==> config.mk <==
export PLATFORM = sky130hd
export DESIGN_NAME = hdlc_transmit_framer_top
export DESIGN_NICKNAME = d
export VERILOG_FILES = /design/src/design/hdlctx_pkg.sv /design/src/design/hdlctx_crc.sv /design/src/design/hdlctx_line.sv /design/src/design/hdlc_transmit_framer_top.sv
export SDC_FILE = /design/constraint.sdc
export NUM_CORES = 1
export LEC_CHECK = 0
export BUFFER_PORTS_ARGS = -buffer_cell sky130_fd_sc_hd__buf_2
export CAP_MARGIN = 20
export CORE_ASPECT_RATIO = 0.9
export CORE_MARGIN = 2
export CORE_UTILIZATION = 59
export DETAILED_ROUTE_END_ITERATION = 7
export HOLD_SLACK_MARGIN = 0.12
export PLACE_DENSITY = 0.79
export SLEW_MARGIN = 10
export SYNTH_ARGS = -nofsm -noshare
export SYNTH_HDL_FRONTEND = slang
export SYNTH_SLANG_ARGS = --single-unit
==> constraint.sdc <==
create_clock -name clock -period 3.7 [get_ports clock]
set_clock_uncertainty 0.05 [all_clocks]
set_input_delay 0.74 -clock clock [delete_from_list [all_inputs] [get_ports clock]]
set_output_delay 0.74 -clock clock [all_outputs]
set_load 0.01 [all_outputs]
==> src/design/hdlctx_pkg.sv <==
// ----------------------------------------------------------------------------
// hdlctx_pkg
// Shared constants and types for the HDLC transmit framer: flag pattern,
// stuffing run length, CRC-16 polynomial and the control bundles between
// the sequencer, the CRC unit and the line packer.
// ----------------------------------------------------------------------------
package hdlctx_pkg;

   localparam logic [7:0]  FLAG_BYTE      = 8'h7E;
   localparam logic [2:0]  STUFF_RUN_LAST = 3'd4;    // fifth one in a row
   localparam logic [15:0] CRC_POLY       = 16'h1021;
   localparam logic [15:0] CRC_INIT       = 16'hFFFF;
   localparam logic [5:0]  PREAMBLE_RESET = 6'd8;

   typedef enum logic [1:0] {
      CRC_HOLD,
      CRC_LOAD,
      CRC_FEED,
      CRC_SHIFT
   } crc_op_type;

   typedef struct packed {
      logic clear;       // restart line level and packer at a start command
      logic bit_en;      // one line bit this cycle
      logic bit_val;     // raw bit before nrzi
      logic flush;       // end of item: release the held byte as last result
      logic frame_end;   // flush belongs to the final byte of a frame
   } line_ctl_type;

   typedef struct packed {
      logic       ready;    // output slot can take a byte this cycle
      logic [2:0] fill;     // line bits in the partial byte
   } line_sts_type;

endpackage

==> src/design/hdlctx_crc.sv <==
// ----------------------------------------------------------------------------
// hdlctx_crc
// Bit-serial CRC-16 register: loads all ones, feeds one data bit per cycle
// while op is CRC_FEED and shifts the value out high bit first for the FCS.
// ----------------------------------------------------------------------------
module hdlctx_crc (
   input  logic                   clock,
   input  logic                   reset,
   input  hdlctx_pkg::crc_op_type op,
   input  logic                   bit_val,
   output logic                   crc_msb
);
   import hdlctx_pkg::*;

   logic [15:0] crc_ff;
   logic [15:0] crc_in;

   always_comb begin
      case (op)
         CRC_LOAD:  crc_in = CRC_INIT;
         CRC_FEED:  crc_in = {crc_ff[14:0], 1'b0} ^ ((crc_ff[15] ^ bit_val) ? CRC_POLY : 16'h0);
         CRC_SHIFT: crc_in = {crc_ff[14:0], 1'b0};
         default:   crc_in = crc_ff;
      endcase
   end

   always_ff @(posedge clock) begin
      if (reset) begin
         crc_ff <= CRC_INIT;
      end else begin
         crc_ff <= crc_in;
      end
   end

   assign crc_msb = crc_ff[15];

endmodule

==> src/design/hdlctx_line.sv <==
// ----------------------------------------------------------------------------
// hdlctx_line
// NRZI encoder and byte packer. Each line bit toggles or keeps the level and
// is shifted into a byte. A finished byte is held back until the next one
// completes or the item ends, so the last result of an item can be marked.
// ----------------------------------------------------------------------------
module hdlctx_line (
   input  logic                     clock,
   input  logic                     reset,
   input  hdlctx_pkg::line_ctl_type ctl,
   output hdlctx_pkg::line_sts_type sts,
   output logic                     rsp_valid,
   input  logic                     rsp_stall,
   output logic [7:0]               rsp_line_byte,
   output logic                     rsp_run_last,
   output logic                     rsp_frame_done
);
   import hdlctx_pkg::*;

   logic       level_ff, level_in;
   logic [6:0] acc_ff, acc_in;
   logic [2:0] fill_ff, fill_in;
   logic       pend_valid_ff, pend_valid_in;
   logic [7:0] pend_byte_ff, pend_byte_in;
   logic       out_valid_ff, out_valid_in;
   logic [7:0] out_byte_ff, out_byte_in;
   logic       out_last_ff, out_last_in;
   logic       out_done_ff, out_done_in;
   logic       new_level;
   logic       out_load;

   assign sts.ready = !out_valid_ff || !rsp_stall;
   assign sts.fill  = fill_ff;
   assign new_level = ctl.bit_val ? level_ff : !level_ff;

   always_comb begin
      level_in      = level_ff;
      acc_in        = acc_ff;
      fill_in       = fill_ff;
      pend_valid_in = pend_valid_ff;
      pend_byte_in  = pend_byte_ff;
      out_byte_in   = out_byte_ff;
      out_last_in   = out_last_ff;
      out_done_in   = out_done_ff;
      out_load      = 1'b0;
      if (ctl.clear) begin
         level_in = 1'b0;
         acc_in   = '0;
         fill_in  = '0;
      end else if (ctl.bit_en) begin
         level_in = new_level;
         if (fill_ff == 3'd7) begin
            // byte complete: push the held byte on, hold the new one
            if (pend_valid_ff) begin
               out_load    = 1'b1;
               out_byte_in = pend_byte_ff;
               out_last_in = 1'b0;
               out_done_in = 1'b0;
            end
            pend_valid_in = 1'b1;
            pend_byte_in  = {acc_ff, new_level};
            acc_in        = '0;
            fill_in       = '0;
         end else begin
            acc_in  = {acc_ff[5:0], new_level};
            fill_in = fill_ff + 3'd1;
         end
      end else if (ctl.flush) begin
         if (pend_valid_ff) begin
            out_load    = 1'b1;
            out_byte_in = pend_byte_ff;
            out_last_in = 1'b1;
            out_done_in = ctl.frame_end;
         end
         pend_valid_in = 1'b0;
      end
      if (out_load) begin
         out_valid_in = 1'b1;
      end else if (!rsp_stall) begin
         out_valid_in = 1'b0;
      end else begin
         out_valid_in = out_valid_ff;
      end
   end

   always_ff @(posedge clock) begin
      if (reset) begin
         level_ff      <= 1'b0;
         acc_ff        <= '0;
         fill_ff       <= '0;
         pend_valid_ff <= 1'b0;
         out_valid_ff  <= 1'b0;
      end else begin
         level_ff      <= level_in;
         acc_ff        <= acc_in;
         fill_ff       <= fill_in;
         pend_valid_ff <= pend_valid_in;
         out_valid_ff  <= out_valid_in;
      end
      pend_byte_ff <= pend_byte_in;
      out_byte_ff  <= out_byte_in;
      out_last_ff  <= out_last_in;
      out_done_ff  <= out_done_in;
   end

   assign rsp_valid      = out_valid_ff;
   assign rsp_line_byte  = out_byte_ff;
   assign rsp_run_last   = out_last_ff;
   assign rsp_frame_done = out_done_ff;

endmodule

==> src/design/hdlc_transmit_framer_top.sv <==
// ----------------------------------------------------------------------------
// hdlc_transmit_framer_top
// HDLC transmit framer: preamble and flags, CRC-16 FCS, bit stuffing, NRZI,
// line bits packed MSB first into bytes.
// ----------------------------------------------------------------------------
// Usage: a transfer on req_ with req_command = 0 starts a frame and sends
// the preamble count + 1 flag bytes. Each req_command = 1 transfer sends one
// frame byte LSB first, bit stuffed; with req_last_byte set it also sends the
// FCS, the end flag and zero padding to a byte boundary. Results leave on
// rsp_ one line byte per transfer; rsp_run_last marks the last byte caused by
// a request and rsp_frame_done the padded final byte of a frame.
// Timing: a sequencer drives one line bit per cycle through the shared NRZI
// packer, plus a flush step to close the item. A data byte carries up to two
// stuffed zeros. The sequencer returns to idle before the next transfer.
// req_stall stays high while an item is in progress. When rsp_stall holds a
// byte in the output register the bit sequencer pauses until it is taken.
// Reset clears the sequencer, stuffing run and NRZI level, loads the CRC with
// all ones and sets the preamble count to 8. The user must make csr_ writes
// only while no item is in progress; the block itself does not enforce it.
// ----------------------------------------------------------------------------
module hdlc_transmit_framer_top (
   input  logic       clock,
   input  logic       reset,
   input  logic       req_valid,
   output logic       req_stall,
   input  logic       req_command,
   input  logic [7:0] req_data_byte,
   input  logic       req_last_byte,
   output logic       rsp_valid,
   input  logic       rsp_stall,
   output logic [7:0] rsp_line_byte,
   output logic       rsp_run_last,
   output logic       rsp_frame_done,
   input  logic       csr_wr_en,
   input  logic [5:0] csr_wr_data
);
   import hdlctx_pkg::*;

   typedef enum logic [2:0] {
      ST_IDLE,
      ST_FLAG,
      ST_DATA,
      ST_FCS,
      ST_EFLAG,
      ST_PAD,
      ST_FLUSH
   } state_type;

   state_type    state_ff, state_in;
   logic [3:0]   cnt_ff, cnt_in;
   logic [5:0]   flag_cnt_ff, flag_cnt_in;
   logic [5:0]   preamble_ff, preamble_in;
   logic [7:0]   data_ff, data_in;
   logic         last_ff, last_in;
   logic         stuff_ff, stuff_in;
   logic [2:0]   ones_ff, ones_in;
   crc_op_type   crc_op;
   logic         crc_bit;
   logic         crc_msb;
   line_ctl_type line_ctl;
   line_sts_type line_sts;
   logic         accept;
   logic         go;
   logic         sbit;

   assign req_stall = (state_ff != ST_IDLE);
   assign accept    = req_valid && (state_ff == ST_IDLE);
   assign go        = line_sts.ready;

   always_comb begin
      state_in    = state_ff;
      cnt_in      = cnt_ff;
      flag_cnt_in = flag_cnt_ff;
      preamble_in = csr_wr_en ? csr_wr_data : preamble_ff;
      data_in     = data_ff;
      last_in     = last_ff;
      stuff_in    = stuff_ff;
      ones_in     = ones_ff;
      crc_op      = CRC_HOLD;
      crc_bit     = 1'b0;
      line_ctl    = '0;
      sbit        = 1'b0;

      case (state_ff)
         ST_IDLE: begin
            if (accept) begin
               cnt_in  = '0;
               data_in = req_data_byte;
               if (!req_command) begin
                  line_ctl.clear = 1'b1;
                  crc_op         = CRC_LOAD;
                  ones_in        = '0;
                  stuff_in       = 1'b0;
                  last_in        = 1'b0;
                  flag_cnt_in    = preamble_ff;
                  state_in       = ST_FLAG;
               end else begin
                  last_in  = req_last_byte;
                  state_in = ST_DATA;
               end
            end
         end
         ST_FLAG: begin
            if (go) begin
               line_ctl.bit_en  = 1'b1;
               line_ctl.bit_val = FLAG_BYTE[~cnt_ff[2:0]];
               cnt_in           = cnt_ff + 4'd1;
               if (cnt_ff[2:0] == 3'd7) begin
                  cnt_in = '0;
                  if (flag_cnt_ff == '0) begin
                     state_in = ST_FLUSH;
                  end else begin
                     flag_cnt_in = flag_cnt_ff - 6'd1;
                  end
               end
            end
         end
         ST_DATA, ST_FCS: begin
            if (go) begin
               line_ctl.bit_en = 1'b1;
               if (stuff_ff) begin
                  line_ctl.bit_val = 1'b0;
                  stuff_in         = 1'b0;
               end else begin
                  if (state_ff == ST_DATA) begin
                     sbit    = data_ff[cnt_ff[2:0]];
                     crc_op  = CRC_FEED;
                     crc_bit = sbit;
                  end else begin
                     sbit   = !crc_msb;
                     crc_op = CRC_SHIFT;
                  end
                  line_ctl.bit_val = sbit;
                  if (sbit) begin
                     if (ones_ff == STUFF_RUN_LAST) begin
                        stuff_in = 1'b1;
                        ones_in  = '0;
                     end else begin
                        ones_in = ones_ff + 3'd1;
                     end
                  end else begin
                     ones_in = '0;
                  end
                  cnt_in = cnt_ff + 4'd1;
                  if (state_ff == ST_DATA && cnt_ff[2:0] == 3'd7) begin
                     cnt_in   = '0;
                     state_in = last_ff ? ST_FCS : ST_FLUSH;
                  end else if (state_ff == ST_FCS && cnt_ff == 4'd15) begin
                     cnt_in   = '0;
                     state_in = ST_EFLAG;
                  end
               end
            end
         end
         ST_EFLAG: begin
            if (go) begin
               line_ctl.bit_en = 1'b1;
               if (stuff_ff) begin
                  line_ctl.bit_val = 1'b0;
                  stuff_in         = 1'b0;
               end else begin
                  line_ctl.bit_val = FLAG_BYTE[~cnt_ff[2:0]];
                  cnt_in           = cnt_ff + 4'd1;
                  if (cnt_ff[2:0] == 3'd7) begin
                     cnt_in   = '0;
                     crc_op   = CRC_LOAD;
                     ones_in  = '0;
                     state_in = ST_PAD;
                  end
               end
            end
         end
         ST_PAD: begin
            if (line_sts.fill == '0) begin
               state_in = ST_FLUSH;
            end else if (go) begin
               line_ctl.bit_en  = 1'b1;
               line_ctl.bit_val = 1'b0;
            end
         end
         ST_FLUSH: begin
            if (go) begin
               if (stuff_ff) begin
                  // stuffed zero after the last bit of a plain data byte
                  line_ctl.bit_en  = 1'b1;
                  line_ctl.bit_val = 1'b0;
                  stuff_in         = 1'b0;
               end else begin
                  line_ctl.flush     = 1'b1;
                  line_ctl.frame_end = last_ff;
                  state_in           = ST_IDLE;
               end
            end
         end
         default: begin
            state_in = ST_IDLE;
         end
      endcase
   end

   always_ff @(posedge clock) begin
      if (reset) begin
         state_ff    <= ST_IDLE;
         cnt_ff      <= '0;
         flag_cnt_ff <= '0;
         preamble_ff <= PREAMBLE_RESET;
         last_ff     <= 1'b0;
         stuff_ff    <= 1'b0;
         ones_ff     <= '0;
      end else begin
         state_ff    <= state_in;
         cnt_ff      <= cnt_in;
         flag_cnt_ff <= flag_cnt_in;
         preamble_ff <= preamble_in;
         last_ff     <= last_in;
         stuff_ff    <= stuff_in;
         ones_ff     <= ones_in;
      end
      data_ff <= data_in;
   end

   hdlctx_crc u_crc (
      .clock   (clock),
      .reset   (reset),
      .op      (crc_op),
      .bit_val (crc_bit),
      .crc_msb (crc_msb)
   );

   hdlctx_line u_line (
      .clock          (clock),
      .reset          (reset),
      .ctl            (line_ctl),
      .sts            (line_sts),
      .rsp_valid      (rsp_valid),
      .rsp_stall      (rsp_stall),
      .rsp_line_byte  (rsp_line_byte),
      .rsp_run_last   (rsp_run_last),
      .rsp_frame_done (rsp_frame_done)
   );

endmodule
Yosys cells after proc, flatten, opt, wreduce, memory -nomap -nowiden
Memories as Yosys holds them, arrays and structs flattened.
Index checks and enable logic that the tools add are counted.
- flip-flop bits (word level): 79
- latch bits: 0
- RAM bits: 0
- bits in read-only memories: 8
- input port bits: 21
- word-level logic and storage cells: 204
- memories kept: 1
- memory list (name ; depth ; bits a word ; rd ports ; clocked after memory_dff ; write ports ; RTL line ; RTL):
    (name not given) ; 8 ; 1 ; 1 ; 0 ; 0 ; hdlc_transmit_framer_top.sv:162 ; line_ctl.bit_val = FLAG_BYTE[~cnt_ff[2:0]];
- add/subtract/negate cells: 4
- multiply operators: 0
- divide/modulo/power cells: 0
- order comparisons: 2
- equal/unequal tests: 31
- shift-type cells: 0
- muxes and demuxes: 114
- bitwise gates (word level): 4
- reductions and logical operators: 30
- operator list (kind ; count):
    $mux W3 ; 25
    $mux W1 ; 48
    $pmux W16 S3 ; 1
    $mux W4 ; 10
    $mux W8 ; 4
    $mux W6 ; 5
    $ne A2 B2 Y1 const B ; 14
    $mux W2 ; 11
    $eq A3 B3 Y1 const B ; 6
    $pmux W3 S6 ; 1
    $pmux W4 S4 ; 1
    $xor A16 B16 Y16 ; 1
    $mux W13 ; 1
    $reduce_and A13 Y1 ; 1
    $pmux W6 S2 ; 1
    $reduce_bool A3 Y1 ; 4
    $pmux W2 S5 ; 1
    $pmux W3 S3 ; 1
    $lt A3 B4 Y1 const B ; 2
    $reduce_and A8 Y1 ; 1
    $mux W7 ; 1
    $reduce_and A7 Y1 ; 1
    $add A3 B1 Y3 const B ; 2
    $eq A3 B2 Y1 const B ; 2
    27 further kinds ; 40

Depth between registers and ports, before layout
Gate-level depths: netlist (run 1).
- depth after elaboration: 12
- depth in mapped cells: 10

Cells and area by module
From an unflattened synthesis (run 1), not the netlist that was laid out.
- cell total of the unflattened synthesis: 394
- area total of the unflattened synthesis: 3858.7 um^2
- modules (own cells, without submodules) (module ; times used ; cells each ; area an instance (um^2)):
    hdlc_transmit_framer_top ; 1 ; 232 ; 1995.7
    hdlctx_line ; 1 ; 83 ; 1104.8
    hdlctx_crc ; 1 ; 79 ; 758.2

Worst setup path after synthesis (run 1)
OpenSTA, ideal clock, no wires.
- kind: input-to-reg
- from: input rsp_stall
- to: register u_line.out_done_ff (netlist: u_line.rsp_frame_done), enable pin
- setup time: 0.335 ns
- arrival: 2.272 ns
- slack: 1.043 ns
- stages: 5
- path buffers: 0
- cells stage by stage: nand2_1 > nand2_1 > a211oi_1 > o21ai_0 > inv_1
- word-level cells in the longest chain between the ends: 7
- elaborated cells on any way between the ends: 13
- classes of those cells: 1 x eq/ne; 8 x mux; 4 x reduce/logical
- RTL lines (item ; RTL line ; RTL):
    start: declaration ; hdlc_transmit_framer_top.sv:30 ; input logic rsp_stall,
    $logic_not A1 Y1 (*) ; hdlctx_line.sv:32 ; assign sts.ready = !out_valid_ff || !rsp_stall;
    $logic_or A1 B1 Y1 (*) ; hdlctx_line.sv:32 ;
    $mux W2 ; hdlc_transmit_framer_top.sv:176 ; end else if (go) begin
    $mux W2 ; hdlc_transmit_framer_top.sv:174 ; if (line_sts.fill == '0) begin
    $pmux W2 S5 ; hdlc_transmit_framer_top.sv:84 ; case (state_ff)
    $ne A2 B1 Y1 (no line) / $reduce_bool A2 Y1 (equally long branches) ; n/a ;
    $reduce_and A4 Y1 (no line) (*) ; n/a ;
    end signal: assignment ; hdlctx_line.sv:103 ; out_done_ff <= out_done_in;
    end: declaration ; hdlctx_line.sv:28 ; logic out_done_ff, out_done_in;
Every way passes the cells marked *; elsewhere a longest branch is shown, timed or not.
A chain may end at the register's enable or synchronous reset.

Final worst setup path (run 1)
- from: register cnt_ff[0]
- to: register ones_ff[1]
- word-level cells in the longest chain between the ends: 10
- elaborated cells on any way between the ends: 13
- classes of those cells: 2 x eq/ne; 10 x mux; 1 x reduce/logical
- RTL lines (item ; RTL line ; RTL):
    start: declaration ; hdlc_transmit_framer_top.sv:50 ; logic [3:0] cnt_ff, cnt_in;
    start signal: assignment ; hdlc_transmit_framer_top.sv:212 ; cnt_ff <= cnt_in;
    $bmux W1 S3 ; hdlc_transmit_framer_top.sv:126 ; sbit = data_ff[cnt_ff[2:0]];
    $mux W1 (implied by the code) ; hdlc_transmit_framer_top.sv:126 ;
    $mux W1 ; hdlc_transmit_framer_top.sv:125 ; if (state_ff == ST_DATA) begin
    $mux W1 ; hdlc_transmit_framer_top.sv:121 ; if (stuff_ff) begin
    $mux W1 ; hdlc_transmit_framer_top.sv:119 ; if (go) begin
    $mux W1 ; hdlc_transmit_framer_top.sv:84 ;
    $mux W3 ; hdlc_transmit_framer_top.sv:134 ; if (sbit) begin
    $mux W3 ; hdlc_transmit_framer_top.sv:121 ;
    $mux W3 ; hdlc_transmit_framer_top.sv:119 ;
    $pmux W3 S3 ; hdlc_transmit_framer_top.sv:84 ;
    end signal: assignment ; hdlc_transmit_framer_top.sv:217 ; ones_ff <= ones_in;
    end: declaration ; hdlc_transmit_framer_top.sv:56 ; logic [2:0] ones_ff, ones_in;
Parallel ways exist; a longest one is shown, timed or not. The select of a mux whose other input is x is not followed.

==> summary.txt, run 1 <==
Pwr
  – Power density relative to cell area: 568 nW/um2
  – IR Drop Worst-Case VDD: 0.358 mV
  – Leakage dissipation: 1.53 nW

Setup path
  – Arrival @ worst endpoint: 3.06 ns
  – Element type at the critical path start: register
  – Critical register-to-register path startpoint: cnt_ff[0]
  – Highest fanout seen on the critical path: 20
  – Required time of the critical path: 3.95 ns
  – Critical path startpoint: cnt_ff[0]
  – Buf+Inv Stages, Crit Path: 0
  – Endpoint type of the worst setup path: register
  – Cell occurring most often along the worst timing path: ha_1
  – Setup CP Type: register to register
  – Dominant delay contributor by cell family on the critical path: compound AO/OA/AOI/OAI gates
  – Cell-by-cell trace of the critical path: ha_1, ha_1, nor4bb_1, o21ai_0, nand3_1, o22a_2, nor2_1
  – Crit-path slowest cell: nand3_1
  – Peak per-stage delay on the critical path: 0.59 ns

Synth
  – Register area share after synthesis: 50.2%
  – Leading post-synthesis cells by cell area: dfxtp_1 (29%), edfxtp_1 (21%), a21oi_1 (5.7%)
  – Mapped Cells: 392
  – Leading area contributor after synthesis: dfxtp_1
  – Count of unique library cells instantiated by Yosys: 52
  – Primary flip-flop cell chosen by synthesis mapping: dfxtp_1
  – Post-synth net total: 423
  – EDFF count, synth: 26
  – Top-area cell type share of the netlist area: 28.9%
  – Number of warnings reported in the yosys synthesis log: 0
  – Share of synthesized flip-flops with an asynchronous set or reset: 0%
  – Synth top cells by count: dfxtp_1 (53), a21oi_1 (42), nand2_1 (36)
  – Cell with the most instances after synthesis: dfxtp_1
  – Number of storage elements in the synthesis netlist: 79
  – Mean post-synth cell area: 9.36 um2
  – Synth Cell Area: 3670 um2

Clocking
  – TritonCTS clock tree: built
  – CTS Buffer Depth: 2
  – # H-tree levels: 3
  – Post-CTS repair timing setup buffer count: 0
  – Number of buffers created by CTS: 9
  – Skew-Pair Late Insertion Delay: 0.36 ns
  – CTS Root Cell: clkbuf_8
  – Cts-stage hold buffer count: 0
  – Count of clock tree sinks: 79
  – Reg clk slew, reported paths: 0.08 ns
  – Quantity of gates resized following cts: 0

Timing
  – Slew at the pin closest to its max-slew limit: 0.822 ns
  – Sum of negative setup slack: 0 ns
  – Final Max Tran Viols: 0
  – Final clock period utilization by the worst path: 76.1%
  – Worst Hold Margin: 0.372 ns
  – Upper clock frequency limit: 355 MHz
  – RSZ-0062 raised after global routing: false
  – Number of endpoints failing setup at the final stage: 0
  – Tightest slew margin relative to the limit: 45.1%
  – Min cycle time layout: 2.82 ns
  – Final hold vios: 0

Routing
  – Final WL: 6750 um
  – Antenna violation net count after detailed routing: 0
  – Total iterations of the first detailed-routing run: 4
  – Via Count: 2814
  – Routed via count divided by cell count: 5.72
  – Detailed router's first-iteration violation count: 169
  – DRC errors left: 0
  – Per-cell routed wire length: 13.7 um

Hold path
  – Type of the worst min-delay path: register to register
  – Worst hold start: u_line.pend_byte_ff[0]

Cells and area
  – Post-layout util: 66.1%
  – Area growth syn-to-layout: 9.54%
  – Post-route cell area: 4020 um2
  – Fraction of layout instances using a drive strength above 1: 14.3%
  – ANT cells: 0
  – Final nets: 446

Global route
  – Via count of the first global-routing pass: 2659
  – Wire length of the first global-routing pass: 11800 um
  – Largest net degree at the start of global routing: 47
  – Antenna violations before repair: 0
  – Global route total overflow: 0
  – Overall fraction of global-route tracks in use: 21.8%

Placed design
  – GPL Wtd Cong: 0.965
  – DP HPWL: 4650 um
  – Total of buffers placed on input and output ports: 32
  – Placed instance area: 3840 um2

Die
  – Boundary Pins: 33
  – Area of the die: 6870 um2
  – Starting utilization of the core area: 60.4%
  – Std cell rows: 27
  – Die X-Extent: 87.1 um
  – Vert. Die Dim: 78.8 um
  – Area of the core region: 6080 um2

Run status
  – Result of the run: finished, final reports clean

Job
  – Max_cap viols: 0
## final cells by class
class / count / area (um2)
clock buffer: 9 / 124
fill: 492 / 2060
sequential: 79 / 1840
clock inverter: 7 / 57.6
multi-input combinational: 273 / 1660
inverter: 17 / 63.8
timing repair buffer: 35 / 183
tap: 72 / 90.1
## metrics by stage
stage / instances / power (mW) / setup WS, ns
3_3_place_gp: 476 / 1.69 / 0.995
6_report: 492 / 2.28 / 0.883
2_1_floorplan: 392 / 1.58 / 1.04
3_5_place_dp: 476 / 1.72 / 0.908
4_1_cts: 492 / 2.30 / 0.889
5_1_grt: 492 / 2.43 / 0.608
## final timing paths
path | endpoint | slack, ns | cells past startpoint
max | ones_ff[1] | 0.88 | 7
max reg2reg | ones_ff[1] | 0.88 | 7
min reg2reg | u_line.rsp_line_byte[0] | 0.37 | 0
min | u_line.rsp_line_byte[0] | 0.37 | 0
## cells by family after synthesis
group / synth area share [%]
AO/OA/AOI/OAI: 16.9
flip-flops: 50.2
buffers and inverters: 4.57
XOR/XNOR: 0.954
AND/OR/NAND/NOR: 20.1
multiplexers: 3.85
adder cells (fa/ha/maj): 3.41
## power breakdown
group          switching [mW]  leakage, nW  internal, mW
combinational           0.380        0.761         0.244
clock                   0.332       0.0824         0.250
sequential             0.0949        0.686         0.983
## cell usage in the layout (no fill, tap or decap), types with 7 or more instances in the layout
cell	Yosys	routed
a21oi_1	42	42
buf_2	8	32
clkbuf_8	0	9
dfxtp_1	53	53
edfxtp_1	26	26
ha_1	10	10
inv_1	16	16
mux2i_1	13	13
nand2_1	36	36
nand2b_1	19	19
nand3_1	15	15
nor2_1	25	25
nor2b_1	10	10
nor3_1	7	7
o21ai_0	21	21
o22ai_1	14	14
## routing by layer
layer / track usage, % / up-vias / share of wire [%]
met2: 34.5 / 66 / 45
met5: 0 / - / 0
met1: 27.5 / 1290 / 46
li1: - / 1440 / -
met4: 10.0 / 0 / 3.0
met3: 6.13 / 18 / 5.6
## registers in the layout, summed over array words and instances, names as in the netlist, 3 cells and up
signal and cells:
cnt_ff 4, data_ff 8, flag_cnt_ff 6, ones_ff 3, preamble_ff 6, state_ff 3
u_crc.crc_ff 16, u_line.acc_ff 7, u_line.fill_ff 3, u_line.pend_byte_ff 8, u_line.rsp_line_byte 8
No activity file was read; power rests on OpenSTA's default activity.
==> run 2: changes to the inputs <==
--- a/config.mk
+++ b/config.mk
@@ -5,14 +5,15 @@
 export SDC_FILE = /design/constraint.sdc
 export NUM_CORES = 1
 export LEC_CHECK = 0
+export ABC_AREA = 1
 export BUFFER_PORTS_ARGS = -buffer_cell sky130_fd_sc_hd__buf_2
 export CAP_MARGIN = 20
 export CORE_ASPECT_RATIO = 0.9
 export CORE_MARGIN = 2
-export CORE_UTILIZATION = 59
+export CORE_UTILIZATION = 53
 export DETAILED_ROUTE_END_ITERATION = 7
 export HOLD_SLACK_MARGIN = 0.12
-export PLACE_DENSITY = 0.79
+export PLACE_DENSITY = 0.75
 export SLEW_MARGIN = 10
 export SYNTH_ARGS = -nofsm -noshare
 export SYNTH_HDL_FRONTEND = slang
==> constraint.sdc (replaced) <==
create_clock -name clock -period 2.38 [get_ports clock]
set_clock_uncertainty 0.05 [all_clocks]
set_input_delay 0.476 -clock clock [delete_from_list [all_inputs] [get_ports clock]]
set_output_delay 0.476 -clock clock [all_outputs]
set_load 0.01 [all_outputs]
==> summary.txt, run 2 <==
Routing
  – Antenna violation net count after detailed routing: 0 (unchanged)
  – Per-cell routed wire length: 12.1 um (was 13.7 um)
  – Detailed router's first-iteration violation count: 207 (was 169)
  – Via Count: 2862 (was 2814)
  – Detailed-routed wire length on met2: 3100 um (was 3040 um)
  – Total iterations of the first detailed-routing run: 4 (unchanged)
  – Met3 Routed Length: 382 um (was 375 um)
  – Final WL: 6780 um (was 6750 um)
  – Top Metal Used: met4 (unchanged)
  – Metal-1 WL: 3170 um (was 3130 um)
  – Routed via count divided by cell count: 5.12 (was 5.72)
  – DRC errors left: 0 (unchanged)

Die
  – Area of the core region: 6550 um2 (was 6080 um2)
  – Std cell rows: 28 (was 27)
  – Vert. Die Dim: 82.0 um (was 78.8 um)
  – Starting utilization of the core area: 54.7% (was 60.4%)
  – Area of the die: 7440 um2 (was 6870 um2)
  – Die X-Extent: 90.7 um (was 87.1 um)
  – Boundary Pins: 33 (unchanged)

Global route
  – Overall fraction of global-route tracks in use: 19.9% (was 21.8%)
  – Largest net degree at the start of global routing: 28 (was 47)
  – Via count of the first global-routing pass: 2642 (was 2659)
  – Antenna violations before repair: 0 (unchanged)
  – Global route total overflow: 0 (unchanged)
  – Wire length of the first global-routing pass: 11700 um (was 11800 um)

Synth
  – Post-synth net total: 458 (was 423)
  – Leading area contributor after synthesis: dfxtp_1 (unchanged)
  – Number of warnings reported in the yosys synthesis log: 0 (unchanged)
  – Mean post-synth cell area: 8.40 um2 (was 9.36 um2)
  – Synth top cells by count: nand2_1 (99), dfxtp_1 (53), inv_1 (44) (was dfxtp_1 (53), a21oi_1 (42), nand2_1 (36))
  – Mapped Cells: 427 (was 392)
  – Number of storage elements in the synthesis netlist: 79 (unchanged)
  – Share of synthesized flip-flops with an asynchronous set or reset: 0% (unchanged)
  – Synth Cell Area: 3580 um2 (was 3670 um2)
  – Register area share after synthesis: 51.4% (was 50.2%)
  – Cell with the most instances after synthesis: nand2_1 (was dfxtp_1)
  – Count of unique library cells instantiated by Yosys: 35 (was 52)
  – Top-area cell type share of the netlist area: 29.6% (was 28.9%)
  – EDFF count, synth: 26 (unchanged)
  – Primary flip-flop cell chosen by synthesis mapping: dfxtp_1 (unchanged)
  – Leading post-synthesis cells by cell area: dfxtp_1 (30%), edfxtp_1 (22%), nand2_1 (10%) (was dfxtp_1 (29%), edfxtp_1 (21%), a21oi_1 (5.7%))

Timing
  – Upper clock frequency limit: 474 MHz (was 355 MHz)
  – Sum of negative setup slack: 0 ns (unchanged)
  – RSZ-0062 raised after global routing: false (unchanged)
  – Tightest slew margin relative to the limit: 77.4% (was 45.1%)
  – Slew at the pin closest to its max-slew limit: 0.335 ns (was 0.822 ns)
  – Final hold vios: 0 (unchanged)
  – Min cycle time layout: 2.11 ns (was 2.82 ns)
  – Number of endpoints failing setup at the final stage: 0 (unchanged)
  – Final Max Tran Viols: 0 (unchanged)
  – Final clock period utilization by the worst path: 88.6% (was 76.1%)

Placed design
  – Placed instance area: 3820 um2 (was 3840 um2)
  – Total of buffers placed on input and output ports: 32 (unchanged)
  – GPL Wtd Cong: 0.955 (was 0.965)
  – DP HPWL: 4980 um (was 4650 um)

Clocking
  – CTS Buffer Depth: 2 (unchanged)
  – Number of buffers created by CTS: 9 (unchanged)
  – Skew-Pair Late Insertion Delay: 0.36 ns (about the same)
  – Count of clock tree sinks: 79 (unchanged)
  – # H-tree levels: 3 (unchanged)
  – CTS Root Cell: clkbuf_8 (unchanged)
  – Reg clk slew, reported paths: 0.09 ns (was 0.08 ns)
  – Post-CTS repair timing setup buffer count: 0 (unchanged)
  – TritonCTS clock tree: built (unchanged)

Cells and area
  – Area of combinational cells with multiple inputs: 1460 um2 (was 1660 um2)
  – Final nets: 495 (was 446)
  – Fraction of layout instances using a drive strength above 1: 19.0% (was 14.3%)
  – Leading cell types in the layout, fill and taps excluded: nand2_1 (99), dfxtp_1 (52), inv_1 (44) (was dfxtp_1 (53), a21oi_1 (42), nand2_1 (36))
  – Post-route cell area: 4010 um2 (was 4020 um2)
  – Sequential Area: 1840 um2 (about the same)
  – Register with the most flip-flops: u_crc.crc_ff (unchanged)
  – Filler cells: 596 (was 492)
  – Area growth syn-to-layout: 11.7% (was 9.54%)
  – ANT cells: 0 (unchanged)
  – Largest register FFs: 16 (unchanged)
  – Leading cell type in the layout, fill and taps excluded: nand2_1 (was dfxtp_1)

Pwr
  – Power density relative to cell area: 1010 nW/um2 (was 568 nW/um2)
  – Leakage dissipation: 1.72 nW (was 1.53 nW)
  – IR Drop Worst-Case VDD: 0.523 mV (was 0.358 mV)

Setup path
  – Setup CP Type: register to register (unchanged)
  – Required time of the critical path: 2.36 ns (was 3.95 ns)
  – Endpoint type of the worst setup path: register (unchanged)
  – Register-to-Register Path Depth: 10 (was 7)
  – Flop-to-flop setup slack: 0.27 ns (was 0.88 ns)
  – Element type at the critical path start: register (unchanged)
  – Highest fanout seen on the critical path: 10 (was 20)
  – Arrival @ worst endpoint: 2.09 ns (was 3.06 ns)

Hold path
  – Type of the worst min-delay path: input port to register (was register to register)
  – Number of cells traversed by the worst hold path: 1 (was 0)

Run status
  – Result of the run: finished, final reports clean (unchanged)

Job
  – Max_cap viols: 0 (unchanged)
## run 2: routing by layer
| layer | global-route usage [%] | vias to the layer above |
|---|---|---|
| li1 | - | 1494 |
| met2 | 32.9 | 75 |
| met1 | 25.0 | 1282 |
| met4 | 8.77 | 0 |
| met5 | 0 | - |
| met3 | 5.05 | 11 |
## run 2: through the flow
step | total power, mW | hold slack (ns) | worst slack (ns) | utilization, % | instances
after CTS | 4.07 | 0.220 | 0.201 | 61.1 | 559
final | 4.05 | 0.234 | 0.272 | 61.1 | 559
after global routing | 4.36 | 0.224 | 0.0864 | 61.1 | 559
after detailed placement | 3.17 | 0.355 | 0.220 | 58.4 | 543
after global placement | 3.14 | 0.352 | 0.292 | 58.4 | 543
after floorplan | 2.89 | 0.350 | 0.544 | - | 427
## run 2: path summary, 6_finish.rpt
check                               from                      end
hold reg to reg   u_line.pend_byte_ff[5]  u_line.rsp_line_byte[5]
setup / recovery             state_ff[2]  u_line.rsp_line_byte[0]
setup reg to reg             state_ff[2]  u_line.rsp_line_byte[0]
hold / removal          req_data_byte[1]               data_ff[1]
## run 2: final cells by class
class	instances	area share [%]
clock buffers	9	3.09
clock inverters	7	1.37
inverters	58	5.44
multi-input cells	280	36.5
flip-flops and latches	79	46.0
well taps	90	2.81
repair buffers	36	4.75
## run 2: logic make-up (layout without fill, tap and decap cells)
group / after synthesis / after routing / share of synthesized area [%]
buf+inv: 68 / 110 / 7.82
fa+ha+maj: 10 / 10 / 3.49
flops: 79 / 79 / 51.4
simple gates: 180 / 180 / 23.6
compound gates: 90 / 90 / 13.7
## run 2: power breakdown
group / leakage (nW) / internal (mW) / switching [mW]
clock: 0.0866 / 0.388 / 0.514
combinational: 0.964 / 0.469 / 0.965
sequential: 0.667 / 1.58 / 0.134
## run 2: critical path: stages (launching register included)
cell and delay, ns:
dfxtp_1 0.50, inv_2 0.12, nor2_2 0.19, inv_2 0.08, a21oi_1 0.12, inv_1 0.06, nand3_2 0.11, nand2_1 0.11
nand2_1 0.08, nand2_1 0.07, inv_1 0.27
## run 2: repair_timing
action	in CTS	in global routing
hold buffers	0	0
gates resized for setup	0	1
setup endpoints to repair	0	2
==> run 3: changes to the inputs <==
--- a/config.mk
+++ b/config.mk
@@ -14,6 +14,7 @@
 export DETAILED_ROUTE_END_ITERATION = 7
 export HOLD_SLACK_MARGIN = 0.12
 export PLACE_DENSITY = 0.75
+export RECOVER_POWER = 50
 export SLEW_MARGIN = 10
 export SYNTH_ARGS = -nofsm -noshare
 export SYNTH_HDL_FRONTEND = slang
==> summary.txt, run 3 (same netlist as run 2, synthesis figures left out) <==
Timing
  – Slew at the pin closest to its max-slew limit: 1.03 ns (was 0.335 ns)
  – Tightest slew margin relative to the limit: 31.2% (was 77.4%)
  – Final Max Tran Viols: 0 (unchanged)
  – Upper clock frequency limit: 469 MHz (was 474 MHz)
  – Final setup margin: 0.248 ns (was 0.272 ns)
  – RSZ-0062 raised after global routing: false (unchanged)
  – Sum of negative setup slack: 0 ns (unchanged)
  – Final clock period utilization by the worst path: 89.6% (was 88.6%)
  – Min cycle time layout: 2.13 ns (was 2.11 ns)
  – Number of endpoints failing setup at the final stage: 0 (unchanged)
  – Final hold vios: 0 (unchanged)
  – Worst Hold Margin: 0.232 ns (was 0.234 ns)

Routing
  – DRC errors left: 0 (unchanged)
  – Final WL: 6830 um (was 6780 um)
  – Routed via count divided by cell count: 5.11 (was 5.12)
  – Per-cell routed wire length: 12.2 um (was 12.1 um)
  – Detailed router's first-iteration violation count: 204 (was 207)
  – Via Count: 2855 (was 2862)
  – Antenna violation net count after detailed routing: 0 (unchanged)
  – Total iterations of the first detailed-routing run: 5 (was 4)

Hold path
  – Type of the worst min-delay path: input port to register (unchanged)
  – Worst hold start: req_data_byte[1] (unchanged)
  – End of the worst hold path: data_ff[1] (unchanged)
  – Number of cells traversed by the worst hold path: 1 (unchanged)

Placed design
  – DP HPWL: 4980 um (unchanged)
  – Cell total after placement: 543 (unchanged)
  – Dpl ws: 0.220 ns (unchanged)
  – GPL Wtd Cong: 0.955 (unchanged)
  – Total of buffers placed on input and output ports: 32 (unchanged)

Setup path
  – Register-to-Register Path Depth: 10 (unchanged)
  – Endpoint of the lowest-slack register-to-register path: u_line.rsp_line_byte[0] (unchanged)
  – Endpoint type of the worst setup path: register (unchanged)
  – Setup CP Type: register to register (unchanged)
  – Critical register-to-register path startpoint: state_ff[0] (was state_ff[2])
  – Flop-to-flop setup slack: 0.25 ns (was 0.27 ns)
  – Required time of the critical path: 2.37 ns (was 2.36 ns)
  – Element type at the critical path start: register (unchanged)
  – Highest fanout seen on the critical path: 14 (was 10)
  – Arrival @ worst endpoint: 2.12 ns (was 2.09 ns)

Cells and area
  – Final Non-Filler Cells: 559 (unchanged)
  – Leading cell type in the layout, fill and taps excluded: nand2_1 (unchanged)
  – Sequential Area: 1840 um2 (unchanged)
  – ANT cells: 0 (unchanged)
  – Area of combinational cells with multiple inputs: 1450 um2 (was 1460 um2)
  – Final nets: 495 (unchanged)
  – Largest register FFs: 16 (unchanged)
  – Post-layout util: 60.6% (was 61.1%)
  – Filler cells: 606 (was 596)
  – Leading cell types in the layout, fill and taps excluded: nand2_1 (100), dfxtp_1 (52), inv_1 (46) (was nand2_1 (99), dfxtp_1 (52), inv_1 (44))
  – Area growth syn-to-layout: 10.8% (was 11.7%)
  – Fraction of layout instances using a drive strength above 1: 14.9% (was 19.0%)
  – Register with the most flip-flops: u_crc.crc_ff (unchanged)

Die
  – Starting utilization of the core area: 54.7% (unchanged)
  – Area of the die: 7440 um2 (unchanged)
  – Boundary Pins: 33 (unchanged)
  – Die X-Extent: 90.7 um (unchanged)
  – Std cell rows: 28 (unchanged)
  – Vert. Die Dim: 82.0 um (unchanged)
  – Area of the core region: 6550 um2 (unchanged)

Clocking
  – Count of clock tree sinks: 79 (unchanged)
  – Cts-stage hold buffer count: 0 (unchanged)
  – # H-tree levels: 3 (unchanged)
  – Skew-Pair Late Insertion Delay: 0.36 ns (about the same)
  – Reg clk slew, reported paths: 0.08 ns (was 0.09 ns)
  – Number of buffers created by CTS: 9 (unchanged)
  – CTS Root Cell: clkbuf_8 (unchanged)
  – TritonCTS clock tree: built (unchanged)
  – CTS Buffer Depth: 2 (unchanged)

Global route
  – Wire length of the first global-routing pass: 11700 um (unchanged)
  – Antenna violations before repair: 0 (unchanged)
  – Global route total overflow: 0 (unchanged)
  – Largest net degree at the start of global routing: 28 (unchanged)
  – Overall fraction of global-route tracks in use: 19.9% (unchanged)
  – Via count of the first global-routing pass: 2642 (unchanged)

Pwr
  – IR Drop Worst-Case VDD: 0.522 mV (was 0.523 mV)
  – Leakage dissipation: 1.68 nW (was 1.72 nW)
  – Power density relative to cell area: 1020 nW/um2 (was 1010 nW/um2)

Run status
  – Result of the run: finished, final reports clean (unchanged)

Job
  – Max_cap viols: 0 (unchanged)
-- run 3: cell types whose count changed in the layout (fill, tap and decap cells not counted) --
cell      before  now
buf_2         32   20
nor2_2         4    3
nor2_1        25   27
inv_2         14   12
clkbuf_1       0   14
inv_1         44   46
buf_4          4    2
nand2_1       99  100
nand2_2        5    4
nor2_4         4    3
-- run 3: area by class of cell --
class                           count  area share [%]
Inverter                           58            5.48
Timing Repair Buffer               36            4.22
Tap cell                           90            2.84
Clock inverter                      7            1.39
Clock buffer                        9            3.12
Sequential cell                    79            46.4
Multi-Input combinational cell    280            36.5
-- run 3: where the power goes --
group	total [mW]	leakage (nW)	internal (mW)	switching, mW
clock network	0.905	0.0866	0.388	0.516
logic	1.41	0.924	0.456	0.959
registers	1.71	0.667	1.58	0.132
-- run 3: timing repair --
| item | 4_1_cts | 5_1_grt |
|---|---|---|
| endpoints found under the hold margin | 0 | 0 |
| endpoints found under the setup margin | 0 | 2 |
| buffers inserted | 0 | 0 |
| gates resized for setup | 0 | 1 |
-- run 3: metrics by stage --
step / total power, mW / instance area (um2)
after global routing: 4.34 / 3970
after CTS: 4.07 / 4000
after global placement: 3.14 / 3820
final: 4.03 / 3970
after detailed placement: 3.17 / 3820
after floorplan: 2.89 / 3580
-- run 3: per-layer routing --
layer / up-vias / track usage (%) / routed length (um)
met1: 1274 / 25.0 / 3180
li1: 1493 / - / -
met5: - / 0 / 0
met4: 0 / 8.77 / 129
met3: 11 / 5.05 / 396
met2: 77 / 32.9 / 3120
-- run 3: worst max-delay path, cell delays in order (launching register included) --
cell and delay, ns:
dfxtp_2 0.45, inv_2 0.06, nor2_1 0.18, nand2_2 0.21, nor2_1 0.14, inv_1 0.07
nand3_2 0.11, nand2_1 0.10, nand2_1 0.08, nand2_1 0.08, inv_1 0.28
-- run 3: how the worst max path moves through the flow --
| stage | end | slack (ns) | depth (start not counted) | start |
|---|---|---|---|---|
| after floorplan | u_line.rsp_frame_done | 0.54 | 10 | state_ff[2] |
| after global placement | state_ff[0] | 0.29 | 8 | cnt_ff[1] |
| after detailed placement | u_line.rsp_line_byte[6] | 0.22 | 10 | state_ff[0] |
| after CTS | u_line.rsp_line_byte[0] | 0.20 | 10 | state_ff[0] |
| after global routing | u_line.rsp_line_byte[0] | 0.06 | 10 | state_ff[0] |
| final | u_line.rsp_line_byte[0] | 0.25 | 10 | state_ff[0] |
